--- config.mk ---
export PLATFORM = sky130hd
export DESIGN_NAME = diff_drive_heading_pid_tick
export DESIGN_NICKNAME = d
export VERILOG_FILES = /design/src/design/ddh_pkg.sv /design/src/design/ddh_csr.sv /design/src/design/ddh_wrap.sv /design/src/design/ddh_track.sv /design/src/design/ddh_pid.sv /design/src/design/diff_drive_heading_pid_tick.sv
export SDC_FILE = /design/constraint.sdc
export NUM_CORES = 2
export LEC_CHECK = 0
export BUFFER_PORTS_ARGS = -buffer_cell sky130_fd_sc_hd__buf_2
export CORE_AREA = 2 2 310 312
export DETAILED_ROUTE_END_ITERATION = 7
export DIE_AREA = 0 0 312 314
export PLACE_DENSITY_LB_ADDON = 0.25
export SYNTH_ARGS = -nofsm -noshare
export SYNTH_HDL_FRONTEND = slang
export SYNTH_SLANG_ARGS = --single-unit
--- constraint.sdc ---
create_clock -name clock -period 17.1 [get_ports clock]
set_input_delay 1.71 -clock clock [delete_from_list [all_inputs] [get_ports clock]]
set_output_delay 1.71 -clock clock [all_outputs]
set_load 0.02 [all_outputs]
--- src/design/ddh_pkg.sv ---
// shared types and constants of the differential-drive heading pid block
// used by every module of the block; depends on nothing
`default_nettype none

package ddh_pkg;

   // heading geometry in 1/16 degree
   localparam int HALF_TURN   = 2880;
   localparam int FULL_TURN   = 5760;
   // bias that makes (diff + half turn) non-negative: half turn plus twelve full turns
   localparam int WRAP_BIAS   = 72000;
   localparam int WRAP_STEPS  = 5;
   localparam int DRIVE_LIMIT = 255;
   localparam int VEL_MIN     = -256;
   localparam int VEL_MAX     = 255;

   // register indexes of the configuration port
   localparam logic [2:0] REG_NAV_ENABLE         = 3'd0;
   localparam logic [2:0] REG_ACCEL_STEP         = 3'd1;
   localparam logic [2:0] REG_DECEL_STEP         = 3'd2;
   localparam logic [2:0] REG_PROP_GAIN          = 3'd3;
   localparam logic [2:0] REG_INTEGRAL_GAIN_DT   = 3'd4;
   localparam logic [2:0] REG_DERIV_GAIN_OVER_DT = 3'd5;
   localparam logic [2:0] REG_INTEGRATE_DEADBAND = 3'd6;
   localparam logic [2:0] REG_TURN_CAP           = 3'd7;

   // reset values of the registers
   localparam logic        RST_NAV_ENABLE         = 1'b1;
   localparam logic [7:0]  RST_ACCEL_STEP         = 8'd2;
   localparam logic [7:0]  RST_DECEL_STEP         = 8'd1;
   localparam logic [15:0] RST_PROP_GAIN          = 16'd768;
   localparam logic [15:0] RST_INTEGRAL_GAIN_DT   = 16'd0;
   localparam logic [15:0] RST_DERIV_GAIN_OVER_DT = 16'd256;
   localparam logic [11:0] RST_INTEGRATE_DEADBAND = 12'd0;
   localparam logic [7:0]  RST_TURN_CAP           = 8'd96;

   typedef struct packed {
      logic        nav_enable;
      logic [7:0]  accel_step;
      logic [7:0]  decel_step;
      logic [15:0] prop_gain;
      logic [15:0] integral_gain_dt;
      logic [15:0] deriv_gain_over_dt;
      logic [11:0] integrate_deadband;
      logic [7:0]  turn_cap;
   } cfg_type;

   // item leaving the state-update stage
   typedef struct packed {
      logic signed [8:0]  vel;
      logic signed [13:0] dif;
      logic signed [12:0] err;
      logic signed [31:0] integ;
   } track_type;

   // load enables of the pid stages
   typedef struct packed {
      logic mul;
      logic sum;
      logic out;
   } pid_load_type;

endpackage

`default_nettype wire

--- src/design/ddh_csr.sv ---
// configuration register file of the heading pid block
// depends on ddh_pkg for register indexes, reset values and the config struct
`default_nettype none

module ddh_csr (
   input  wire logic            clock,
   input  wire logic            reset,
   input  wire logic            csr_write,
   input  wire logic [2:0]      csr_index,
   input  wire logic [15:0]     csr_data,
   output ddh_pkg::cfg_type     cfg
);

   ddh_pkg::cfg_type cfg_ff;
   ddh_pkg::cfg_type cfg_in;

   always_comb begin
      cfg_in = cfg_ff;
      if (csr_write) begin
         case (csr_index)
            ddh_pkg::REG_NAV_ENABLE:         cfg_in.nav_enable         = csr_data[0];
            ddh_pkg::REG_ACCEL_STEP:         cfg_in.accel_step         = csr_data[7:0];
            ddh_pkg::REG_DECEL_STEP:         cfg_in.decel_step         = csr_data[7:0];
            ddh_pkg::REG_PROP_GAIN:          cfg_in.prop_gain          = csr_data;
            ddh_pkg::REG_INTEGRAL_GAIN_DT:   cfg_in.integral_gain_dt   = csr_data;
            ddh_pkg::REG_DERIV_GAIN_OVER_DT: cfg_in.deriv_gain_over_dt = csr_data;
            ddh_pkg::REG_INTEGRATE_DEADBAND: cfg_in.integrate_deadband = csr_data[11:0];
            ddh_pkg::REG_TURN_CAP:           cfg_in.turn_cap           = csr_data[7:0];
            default:                         cfg_in = cfg_ff;
         endcase
      end
   end

   always_ff @(posedge clock) begin
      if (reset) begin
         cfg_ff.nav_enable         <= ddh_pkg::RST_NAV_ENABLE;
         cfg_ff.accel_step         <= ddh_pkg::RST_ACCEL_STEP;
         cfg_ff.decel_step         <= ddh_pkg::RST_DECEL_STEP;
         cfg_ff.prop_gain          <= ddh_pkg::RST_PROP_GAIN;
         cfg_ff.integral_gain_dt   <= ddh_pkg::RST_INTEGRAL_GAIN_DT;
         cfg_ff.deriv_gain_over_dt <= ddh_pkg::RST_DERIV_GAIN_OVER_DT;
         cfg_ff.integrate_deadband <= ddh_pkg::RST_INTEGRATE_DEADBAND;
         cfg_ff.turn_cap           <= ddh_pkg::RST_TURN_CAP;
      end else begin
         cfg_ff <= cfg_in;
      end
   end

   assign cfg = cfg_ff;

endmodule

`default_nettype wire

--- src/design/ddh_wrap.sv ---
// heading error wrap to plus or minus half a turn, combinational
// depends on ddh_pkg for the turn constants
`default_nettype none

module ddh_wrap (
   input  wire logic signed [15:0] measured_heading,
   input  wire logic signed [15:0] heading_goal,
   output logic signed [12:0]      err
);

   logic signed [16:0] diff;
   logic signed [18:0] biased;
   logic [17:0]        rem;
   logic signed [13:0] centered;
   logic               diff_pos;

   assign diff     = {heading_goal[15], heading_goal}
                   - {measured_heading[15], measured_heading};
   assign biased   = {{2{diff[16]}}, diff} + 19'(ddh_pkg::WRAP_BIAS);
   assign diff_pos = !diff[16] && (diff != 17'sd0);

   // binary compare-subtract reduction modulo a full turn
   always_comb begin
      rem = biased[17:0];
      for (int i = ddh_pkg::WRAP_STEPS - 1; i >= 0; i--) begin
         if (rem >= 18'(ddh_pkg::FULL_TURN << i)) begin
            rem = rem - 18'(ddh_pkg::FULL_TURN << i);
         end
      end
   end

   assign centered = $signed({1'b0, rem[12:0]}) - 14'(ddh_pkg::HALF_TURN);

   // a positive error landing on the seam stays at plus half a turn
   always_comb begin
      if (rem == 18'd0 && diff_pos) begin
         err = 13'(ddh_pkg::HALF_TURN);
      end else begin
         err = centered[12:0];
      end
   end

endmodule

`default_nettype wire

--- src/design/ddh_track.sv ---
// state-update stage: velocity ramp, integral with deadband and saturation,
// previous error; depends on ddh_pkg for the config and stage structs and velocity limits
`default_nettype none

module ddh_track (
   input  wire logic                 clock,
   input  wire logic                 reset,
   input  wire logic                 load,
   input  wire logic signed [12:0]   err,
   input  wire logic signed [8:0]    velocity_goal,
   input  wire ddh_pkg::cfg_type     cfg,
   output ddh_pkg::track_type        track
);

   logic signed [8:0]  vel_ff, vel_in;
   logic signed [31:0] integ_ff, integ_in;
   logic signed [12:0] prev_ff;
   ddh_pkg::track_type track_ff, track_in;

   logic signed [10:0] vel_x, tv_x, ramp, acc, dec, step;
   logic signed [12:0] mag;
   logic signed [32:0] integ_sum;

   assign vel_x = {{2{vel_ff[8]}}, vel_ff};
   assign tv_x  = {{2{velocity_goal[8]}}, velocity_goal};
   assign acc   = {3'b000, cfg.accel_step};
   assign dec   = {3'b000, cfg.decel_step};
   assign step  = (cfg.accel_step > cfg.decel_step) ? acc : dec;

   always_comb begin
      if (vel_x < tv_x) begin
         ramp = vel_x + acc;
      end else if (vel_x > tv_x) begin
         ramp = vel_x - dec;
      end else begin
         ramp = vel_x;
      end
      // snap to target when within one step
      if (ramp >= tv_x - step && ramp <= tv_x + step) begin
         ramp = tv_x;
      end
      if (ramp < 11'(ddh_pkg::VEL_MIN)) begin
         vel_in = 9'(ddh_pkg::VEL_MIN);
      end else if (ramp > 11'(ddh_pkg::VEL_MAX)) begin
         vel_in = 9'(ddh_pkg::VEL_MAX);
      end else begin
         vel_in = ramp[8:0];
      end
   end

   assign mag       = err[12] ? -err : err;
   assign integ_sum = {integ_ff[31], integ_ff} + {{20{err[12]}}, err};

   always_comb begin
      integ_in = integ_ff;
      if ($unsigned(mag[11:0]) > cfg.integrate_deadband) begin
         if (integ_sum[32] != integ_sum[31]) begin
            integ_in = integ_sum[32] ? {1'b1, 31'd0} : {1'b0, {31{1'b1}}};
         end else begin
            integ_in = integ_sum[31:0];
         end
      end
   end

   always_comb begin
      track_in.vel   = vel_in;
      track_in.err   = err;
      track_in.dif   = {err[12], err} - {prev_ff[12], prev_ff};
      track_in.integ = integ_in;
   end

   always_ff @(posedge clock) begin
      if (reset) begin
         vel_ff   <= '0;
         integ_ff <= '0;
         prev_ff  <= '0;
      end else if (load) begin
         vel_ff   <= vel_in;
         integ_ff <= integ_in;
         prev_ff  <= err;
      end
   end

   always_ff @(posedge clock) begin
      if (load) begin
         track_ff <= track_in;
      end
   end

   assign track = track_ff;

endmodule

`default_nettype wire

--- src/design/ddh_pid.sv ---
// pid datapath: gain products, sum, shift and turn clamp, drive clamps
// depends on ddh_pkg for the config, stage and load structs and the drive limit
`default_nettype none

module ddh_pid (
   input  wire logic                  clock,
   input  wire ddh_pkg::pid_load_type ld,
   input  wire ddh_pkg::track_type    track,
   input  wire ddh_pkg::cfg_type      cfg,
   output logic signed [8:0]          left_drive,
   output logic signed [8:0]          right_drive,
   output logic signed [8:0]          turn_term,
   output logic signed [8:0]          ramped_velocity
);

   // product stage
   logic signed [29:0] prop_ff;
   logic signed [48:0] integ_ff;
   logic signed [30:0] deriv_ff;
   logic signed [8:0]  vel_mul_ff;
   // sum stage
   logic signed [50:0] sum_ff, sum_in;
   logic signed [8:0]  vel_sum_ff;
   // output stage
   logic signed [8:0]  left_ff, right_ff, turn_ff, vel_out_ff;

   logic signed [38:0] turn_raw, turn_lim;
   logic signed [8:0]  turn_in, left_in, right_in;
   logic signed [9:0]  left_x, right_x;

   always_ff @(posedge clock) begin
      if (ld.mul) begin
         prop_ff    <= $signed({1'b0, cfg.prop_gain}) * track.err;
         integ_ff   <= $signed({1'b0, cfg.integral_gain_dt}) * track.integ;
         deriv_ff   <= $signed({1'b0, cfg.deriv_gain_over_dt}) * track.dif;
         vel_mul_ff <= track.vel;
      end
   end

   assign sum_in = {{21{prop_ff[29]}}, prop_ff}
                 + {{2{integ_ff[48]}}, integ_ff}
                 + {{20{deriv_ff[30]}}, deriv_ff};

   always_ff @(posedge clock) begin
      if (ld.sum) begin
         sum_ff     <= sum_in;
         vel_sum_ff <= vel_mul_ff;
      end
   end

   // floor division by 4096 is the arithmetic shift
   assign turn_raw = sum_ff[50:12];
   assign turn_lim = {31'd0, cfg.turn_cap};

   always_comb begin
      if (turn_raw > turn_lim) begin
         turn_in = turn_lim[8:0];
      end else if (turn_raw < -turn_lim) begin
         turn_in = 9'(-turn_lim);
      end else begin
         turn_in = turn_raw[8:0];
      end
   end

   assign left_x  = {vel_sum_ff[8], vel_sum_ff} - {turn_in[8], turn_in};
   assign right_x = {vel_sum_ff[8], vel_sum_ff} + {turn_in[8], turn_in};

   always_comb begin
      if (left_x > 10'(ddh_pkg::DRIVE_LIMIT)) begin
         left_in = 9'(ddh_pkg::DRIVE_LIMIT);
      end else if (left_x < -10'(ddh_pkg::DRIVE_LIMIT)) begin
         left_in = -9'(ddh_pkg::DRIVE_LIMIT);
      end else begin
         left_in = left_x[8:0];
      end
      if (right_x > 10'(ddh_pkg::DRIVE_LIMIT)) begin
         right_in = 9'(ddh_pkg::DRIVE_LIMIT);
      end else if (right_x < -10'(ddh_pkg::DRIVE_LIMIT)) begin
         right_in = -9'(ddh_pkg::DRIVE_LIMIT);
      end else begin
         right_in = right_x[8:0];
      end
   end

   always_ff @(posedge clock) begin
      if (ld.out) begin
         left_ff    <= left_in;
         right_ff   <= right_in;
         turn_ff    <= turn_in;
         vel_out_ff <= vel_sum_ff;
      end
   end

   assign left_drive      = left_ff;
   assign right_drive     = right_ff;
   assign turn_term       = turn_ff;
   assign ramped_velocity = vel_out_ff;

endmodule

`default_nettype wire

--- src/design/diff_drive_heading_pid_tick.sv ---
// heading pid tick: six-stage pipeline, one item per cycle while rsp_stall is
// low; a result shows on rsp_valid from the output stage; stages advance on
// their own, so items move up behind a stalled result until every stage is full
// the state loop (velocity, integral, previous error) closes in a single stage
// synchronous reset clears state, valid bits and config registers
`default_nettype none

module diff_drive_heading_pid_tick (
   input  wire logic               clock,
   input  wire logic               reset,
   input  wire logic               req_valid,
   output logic                    req_stall,
   input  wire logic signed [15:0] req_measured_heading,
   input  wire logic signed [15:0] req_heading_goal,
   input  wire logic signed [8:0]  req_velocity_goal,
   output logic                    rsp_valid,
   input  wire logic               rsp_stall,
   output logic signed [8:0]       rsp_left_drive,
   output logic signed [8:0]       rsp_right_drive,
   output logic signed [8:0]       rsp_turn_term,
   output logic signed [8:0]       rsp_ramped_velocity,
   input  wire logic               csr_write,
   input  wire logic [2:0]         csr_index,
   input  wire logic [15:0]        csr_data
);

   ddh_pkg::cfg_type      cfg;
   ddh_pkg::track_type    track;
   ddh_pkg::pid_load_type pid_ld;

   // stage valid bits: input, wrap, track, product, sum, output
   logic [5:0] vld_ff, vld_in;
   logic [5:0] rdy;

   logic signed [15:0] meas_ff, tgt_ff;
   logic signed [8:0]  tv0_ff, tv1_ff;
   logic signed [12:0] err1_ff, err_wrap;

   ddh_csr u_csr (
      .clock     (clock),
      .reset     (reset),
      .csr_write (csr_write),
      .csr_index (csr_index),
      .csr_data  (csr_data),
      .cfg       (cfg)
   );

   // a stage takes new data when it is empty or its own item moves on
   always_comb begin
      rdy[5] = !vld_ff[5] || !rsp_stall;
      for (int i = 4; i >= 0; i--) begin
         rdy[i] = !vld_ff[i] || rdy[i + 1];
      end
   end

   always_comb begin
      vld_in = vld_ff;
      // disabled ticks are taken and dropped
      if (rdy[0]) begin
         vld_in[0] = req_valid && cfg.nav_enable;
      end
      for (int i = 1; i < 6; i++) begin
         if (rdy[i]) begin
            vld_in[i] = vld_ff[i - 1];
         end
      end
   end

   always_ff @(posedge clock) begin
      if (reset) begin
         vld_ff <= '0;
      end else begin
         vld_ff <= vld_in;
      end
   end

   always_ff @(posedge clock) begin
      if (rdy[0] && req_valid) begin
         meas_ff <= req_measured_heading;
         tgt_ff  <= req_heading_goal;
         tv0_ff  <= req_velocity_goal;
      end
   end

   ddh_wrap u_wrap (
      .measured_heading (meas_ff),
      .heading_goal     (tgt_ff),
      .err              (err_wrap)
   );

   always_ff @(posedge clock) begin
      if (rdy[1] && vld_ff[0]) begin
         err1_ff <= err_wrap;
         tv1_ff  <= tv0_ff;
      end
   end

   ddh_track u_track (
      .clock         (clock),
      .reset         (reset),
      .load          (rdy[2] && vld_ff[1]),
      .err           (err1_ff),
      .velocity_goal (tv1_ff),
      .cfg           (cfg),
      .track         (track)
   );

   always_comb begin
      pid_ld.mul = rdy[3] && vld_ff[2];
      pid_ld.sum = rdy[4] && vld_ff[3];
      pid_ld.out = rdy[5] && vld_ff[4];
   end

   ddh_pid u_pid (
      .clock           (clock),
      .ld              (pid_ld),
      .track           (track),
      .cfg             (cfg),
      .left_drive      (rsp_left_drive),
      .right_drive     (rsp_right_drive),
      .turn_term       (rsp_turn_term),
      .ramped_velocity (rsp_ramped_velocity)
   );

   assign req_stall = !rdy[0];
   assign rsp_valid = vld_ff[5];

`ifndef SYNTH
   // turn never exceeds its configured limit
   a_turn_bound: assert property (@(posedge clock) disable iff (reset)
      rsp_valid |-> (rsp_turn_term <= $signed({1'b0, cfg.turn_cap}))
                 && (rsp_turn_term >= -$signed({1'b0, cfg.turn_cap})))
      else $error("turn term outside its limit");

   // a tick taken while disabled leaves no item behind
   a_disabled_drop: assert property (@(posedge clock) disable iff (reset)
      (req_valid && !req_stall && !cfg.nav_enable) |=> !vld_ff[0])
      else $error("disabled tick entered the pipeline");

   // a blocked wrap stage keeps its item and data
   a_wrap_hold: assert property (@(posedge clock) disable iff (reset)
      (vld_ff[1] && !rdy[2]) |=> (vld_ff[1] && $stable(err1_ff) && $stable(tv1_ff)))
      else $error("wrap stage lost a blocked item");
`endif

endmodule

`default_nettype wire
# Yosys cells after proc, flatten, opt, wreduce, memory -nomap -nowiden
# Cells that the tools add are included.
[word_totals]
regBits = 491
output_inout_bits = 38
elab_cells = 145
[op_classes]
addsub = 20
mul = 3
order_cmp = 19
eq_ne = 8
muxes = 19
n_reduce_logical = 38
[op_table]
columns = ["operator", "count"]
rows = [
  ["$mux W32", 3],
  ["$mux W18", 5],
  ["$mux W9", 6],
  ["$add A51 B51 Y51", 1],
  ["$add A30 B49 Y50", 1],
  ["$mul A17 B32 Y49", 1],
  ["$gt A39 B9 Y1", 1],
  ["$lt A39 B39 Y1", 1],
  ["$neg A8 Y39", 1],
  ["$add A32 B13 Y33", 1],
  ["$mux W11", 3],
  ["$mul A17 B14 Y31", 1],
  ["$add A9 B9 Y10", 3],
  ["$mul A17 B13 Y30", 1],
  ["$sub A9 B9 Y10", 3],
  ["$gt A10 B9 Y1 const B", 2],
  ["$lt A10 B9 Y1 const B", 2],
  ["$add A17 B18 Y18 const B", 1],
  ["$ge A18 B13 Y1 const B", 1],
  ["$ge A18 B14 Y1 const B", 1],
  ["$ge A18 B15 Y1 const B", 1],
  ["$ge A18 B16 Y1 const B", 1],
  ["$ge A18 B17 Y1 const B", 1],
  ["$logic_not A18 Y1", 1],
  ["30 further kinds", 64],
]

# Longest topological paths before layout
[depth]
ltp_word = 14
mapped_depth = 52

# By module
# A second synthesis with hierarchy kept.
[hier_totals]
cells_unflattened = 6638
hier_area_um2 = 63757.4
[modules_own_cells]
columns = ["module", "instances", "cells_per_inst", "area_per_inst_um2", "seq_area_each_um2"]
rows = [
  ["ddh_pid", 1, 4526, 43794.5, 6095.8],
  ["ddh_track", 1, 1143, 10328.7, 3123.0],
  ["ddh_wrap", 1, 563, 3982.6, 0.0],
  ["ddh_csr", 1, 313, 3479.6, 1701.6],
  ["diff_drive_heading_pid_tick", 1, 93, 2172.1, 2011.9],
]

# Worst setup path before layout
# OpenSTA, ideal clock, no wires.
[synth_timing]
kind = "in2reg"
startpoint = "input port rsp_stall"
endpoint = "register u_pid.deriv_ff[0], enable pin"
arrival_time_ns = 10.539
t_required_ns = 16.321
path_slack_ns = 5.782
stages = 2
cell_sequence = "and3_1 > a21boi_0"
[synth_rtl]
columns = ["element", "line_no", "rtl"]
rows = [
  ["start, declared", "diff_drive_heading_pid_tick.sv:17", "input wire logic rsp_stall,"],
  ["end signal, assigned", "ddh_pid.sv:35", "deriv_ff <= $signed({1'b0, cfg.deriv_gain_over_dt}) * track.dif;"],
  ["end, declared", "ddh_pid.sv:19", "logic signed [30:0] deriv_ff;"],
]

# Worst setup path after layout
[layout_timing]
startpoint = "register meas_ff[0]"
endpoint = "register err1_ff[11] (data pin)"
[layout_between]
elab_chain_len = 14
[layout_rtl]
columns = ["element", "line_no", "rtl"]
rows = [
  ["start, declared", "diff_drive_heading_pid_tick.sv:35", "logic signed [15:0] meas_ff, tgt_ff;"],
  ["start signal, assigned", "diff_drive_heading_pid_tick.sv:79", "meas_ff <= req_measured_heading;"],
  ["$sub A16 B16 Y17 *", "ddh_wrap.sv:18", "- {measured_heading[15], measured_heading};"],
  ["branches (longest 13 deep; another with $add A17 B18 Y18)", "-", ""],
  ["end signal, assigned", "diff_drive_heading_pid_tick.sv:93", "err1_ff <= err_wrap;"],
  ["end, declared", "diff_drive_heading_pid_tick.sv:37", "logic signed [12:0] err1_ff, err_wrap;"],
]
# Every way passes the cells marked *.
# A chain may end at the register's enable or synchronous reset.

==> flow_summary_export.csv <==
group,metric,value,unit
die,initial_utilization,64.8,%
logic_synthesis,yosys_warnings,0,
logic_synthesis,synth_top_family_by_area,"adder cells",
critical_path,timing.critical_path.arrival,12060,ps
cts,latest_clock_arrival_within_the_worst_skew_pair,670,ps
logic_synthesis,synth.top_cells.by_area,"sky130_fd_sc_hd__fa_1 (27%), sky130_fd_sc_hd__edfxtp_1 (16%), sky130_fd_sc_hd__ha_1 (13%)",
run,drv.max_cap_violation_count,0,
logic_synthesis,synthDistinctLibCells,104,
detailed_routing,vias_per_cell,5.77,
place,globalplace.congestion,0.908,
timing,drv_slew,0,
cts,tritoncts,"yes",
timing,setup_tns,0,ps
cells_and_area,finalNetCount,8029,
die,fp.dieH,314,um
critical_path,worst-r2r-setup-slack,5420,ps
critical_path,endpoint_kind,"flip-flop",
logic_synthesis,post-synth-top-area-fraction,26.8,%
hold_path,hp-start,"tv0_ff[5]",
global_route,grt_most_used_layer,"met2",
detailed_routing,drt_iter0_markers,3246,
cells_and_area,post_route_cells_drive_above_1_share,4.91,%
power,cellPowerDensity,128,mW/mm^2
detailed_routing,routed_wl,148000,um
hold_path,worstHoldPathCells,0,
die,die_width,312,um
detailed_routing,drt_first_pass_iters,6,
detailed_routing,drt_drc_violations_left,0,
die,floorplan.rows,113,
timing,setup_violations,0,
timing,max-slew-margin-rel,19.2,%
timing,final_period_minus_worst_setup_slack,11680,ps
detailed_routing,drt-wirelength-per-cell,19.0,um
cells_and_area,final.fill_count,7413,
die,boundaryPins,103,
timing,setup_ws,5420,ps
critical_path,crit_type,"flip-flop to flip-flop",
power,peak_supply_drop,296,uV
timing,min_period_over_period,68.3,%
logic_synthesis,synth_area_in_compound_gates,10.3,%
global_route,globalRouteMet2Util,51.1,%
timing,finClkSkew,40.2,ps
logic_synthesis,synth_edf_count,334,
critical_path,r2r-start,"meas_ff[0]",
timing,slew_at_the_pin_closest_to_its_max_slew_limit,1200,ps
global_route,global_route.usage.met3,6.90,%
cells_and_area,area_growth_syn_to_layout,5.67,%
cts,max-clock-path-buffers,3,
detailed_routing,via_count,45100,
logic_synthesis,synth_simple_gate_area_share,15.3,%
place,io_buffers,102,
critical_path,critical-path-slowest-cell,"sky130_fd_sc_hd__xnor2_1",
global_route,number_of_antenna_violations_at_the_first_check_in_global_routing,5,
timing,final-hold-violation-count,0,
timing,rsz_0062_raised_after_global_routing,"false",
cts,clock_tree_root,"sky130_fd_sc_hd__clkbuf_16",
global_route,grt_usage,31.2,%
detailed_routing,ant_nets_after_route,0,
cts,cts_setup_buffers,0,
critical_path,crit-reg2reg-capture,"err1_ff[11]",
logic_synthesis,yosys.area_share.adder,40.3,%
logic_synthesis,xor_xnor_portion_of_the_synthesized_cell_area,4.21,%
cts,clock_buffer_count_from_cts,55,
cts,clk_transition_reported_paths,60,ps
critical_path,worstPathRequired,17480,ps
logic_synthesis,synth.ff_latch_count,479,
global_route,first_global_vias,46600,
logic_synthesis,synth_flop_cell,"sky130_fd_sc_hd__edfxtp_1",
global_route,grt_pass1_wl,243000,um
global_route,grt_overflow_total,0,
place,placement_stage_worst_setup_slack,5600,ps
critical_path,critPathMaxStageDelay,800,ps
power,total_leakage_power,29.6,nW
global_route,global_route.usage.met1,41.2,%
logic_synthesis,post-synth-top-area-cell,"sky130_fd_sc_hd__fa_1",
critical_path,reg2regPathDepth,37,
place,hpwl,118000,um
logic_synthesis,syn_inst,6519,
cts,clock_sink_count,479,
critical_path,startpoint_type,"flip-flop",
timing,achievable-frequency,85.6,MHz
die,floorplan.die_area,0.0980,mm^2
cts,cts.repair.resized,0,
die,fp.coreArea,0.0944,mm^2
logic_synthesis,synth_nets,8054,
logic_synthesis,syn-mean-instance-area,9.38,um^2
cts,cts_htree_levels,2,
run_status,status,"complete, no violations",
critical_path,crit_path_max_fanout,16,
logic_synthesis,synth.yosys.seq_area_share,21.1,%
hold_path,hold_end,"tv1_ff[5]",
logic_synthesis,ys_async_sr_fraction,0,%
global_route,grt_start_max_net_pins,71,
hold_path,min_path_type,"flip-flop to flip-flop",
critical_path,critPathMostFrequentCell,"sky130_fd_sc_hd__ha_1",
logic_synthesis,mappedNetlistArea,0.0612,mm^2
cts,cts_hold_repair.buffers,0,
logic_synthesis,mux_contribution_to_synthesized_area,0.765,%
synthesized netlist by cell type (all sizes together) (29+ instances only):
cell    number
inv       1055
nand2      898
fa         819
ha         651
and2       378
edfxtp     334
a21oi      332
nor2       270
xnor2      222
clkbuf     207
o21ai      191
dfxtp      145
nand2b      92
nor3        78
a21o        74
xor2        68
nor2b       66
o21bai      56
a22o        53
nand3       52
o21a        37
a21boi      29
registers in the layout (all words and copies together) (netlist names), 13 cells and up:
register / flops
tgt_ff: 16
u_pid.sum_ff: 39
u_pid.integ_ff: 49
u_pid.deriv_ff: 31
u_csr.cfg: 85
u_track.prev_ff: 13
meas_ff: 16
u_track.integ_ff: 32
err1_ff: 13
u_track.track: 68
u_pid.prop_ff: 30
logic make-up (layout without fill, tap and decap cells):
family,count (synthesis),count (layout)
fa+ha+maj,1483,1483
buf+inv,1282,1304
other cells,0,1
compound gates,965,965
flops,479,479
mux,43,43
simple gates,1977,1977
xor+xnor,290,290
cells in the final DEF (no fill, tap or decap), drive strengths merged, types with 12 or more instances in the layout:
cell	instances
o21bai	56
nor3	78
edfxtp	334
and2	378
and3	25
nand2	898
clkbuf	70
nand2b	92
a211o	15
o21ai	191
maj3	13
clkinv	16
o41ai	12
nand3	52
a211oi	24
xor2	68
o21a	37
inv	1067
o211ai	13
ha	651
fa	819
nor4	19
or3	28
or2	13
mux2i	26
nor2	270
mux2	17
buf	143
a21o	74
xnor2	222
a31oi	16
a21boi	29
a21oi	332
dfxtp	145
a22o	53
nand4	25
nor2b	66
o31ai	21
metal layers:
metal  vias to the layer above  routed length (um)
li1                      21000                   -
met1                     22100               60900
met2                      1655               68200
met3                       271               13800
met4                         0                5310
met5                         -                   0
worst max path at each step:
stage / slack, ps / to / from
5_1_grt: 4560 / err1_ff[9] / meas_ff[0]
3_5_place_dp: 5600 / err1_ff[9] / meas_ff[0]
2_1_floorplan: 5780 / u_pid.deriv_ff[0] / rsp_stall
6_report: 5420 / err1_ff[11] / meas_ff[0]
3_3_place_gp: 5740 / err1_ff[12] / meas_ff[0]
4_1_cts: 5570 / err1_ff[11] / meas_ff[0]
stage by stage:
step / power (mW) / hold slack [ps] / std cells / cell area, um^2 / utilization, %
after floorplan: 5.80 / 400 / 6519 / 61200 / -
after global placement: 6.92 / 402 / 7702 / 62700 / 66.4
after detailed placement: 6.98 / 405 / 7702 / 62700 / 66.4
after CTS: 8.25 / 418 / 7806 / 64600 / 68.4
after global routing: 8.99 / 426 / 7806 / 64600 / 68.4
final: 8.28 / 419 / 7807 / 64600 / 68.4
critical path, delay by kind of cell (launching register included):
kind / cells / cell delay, ps
xor gates and xnor gates: 5 / 2170
and+or+nand+nor: 8 / 2230
adders and majority gates: 6 / 1920
DFF: 1 / 360
buffers and inverters: 2 / 210
AOI/OAI and AO/OA: 16 / 4490
final cells by class:
class | count | area, um^2 | area share, %
clock inverters | 34 | 374 | 0.579
repair buffers | 143 | 821 | 1.27
clock buffers | 70 | 1520 | 2.36
flip-flops and latches | 479 | 12900 | 20.0
inverters | 1057 | 3970 | 6.14
well taps | 1265 | 1580 | 2.45
diodes | 1 | 2.50 | 0.00387
multi-input cells | 4758 | 43400 | 67.2
power breakdown:
| group | leakage (nW) | internal (mW) | switching (mW) |
|---|---|---|---|
| sequential | 4.28 | 1.52 | 0.199 |
| clock | 0.925 | 0.704 | 0.530 |
| combinational | 24.4 | 2.10 | 3.23 |
(Power assumes the default switching activity.)
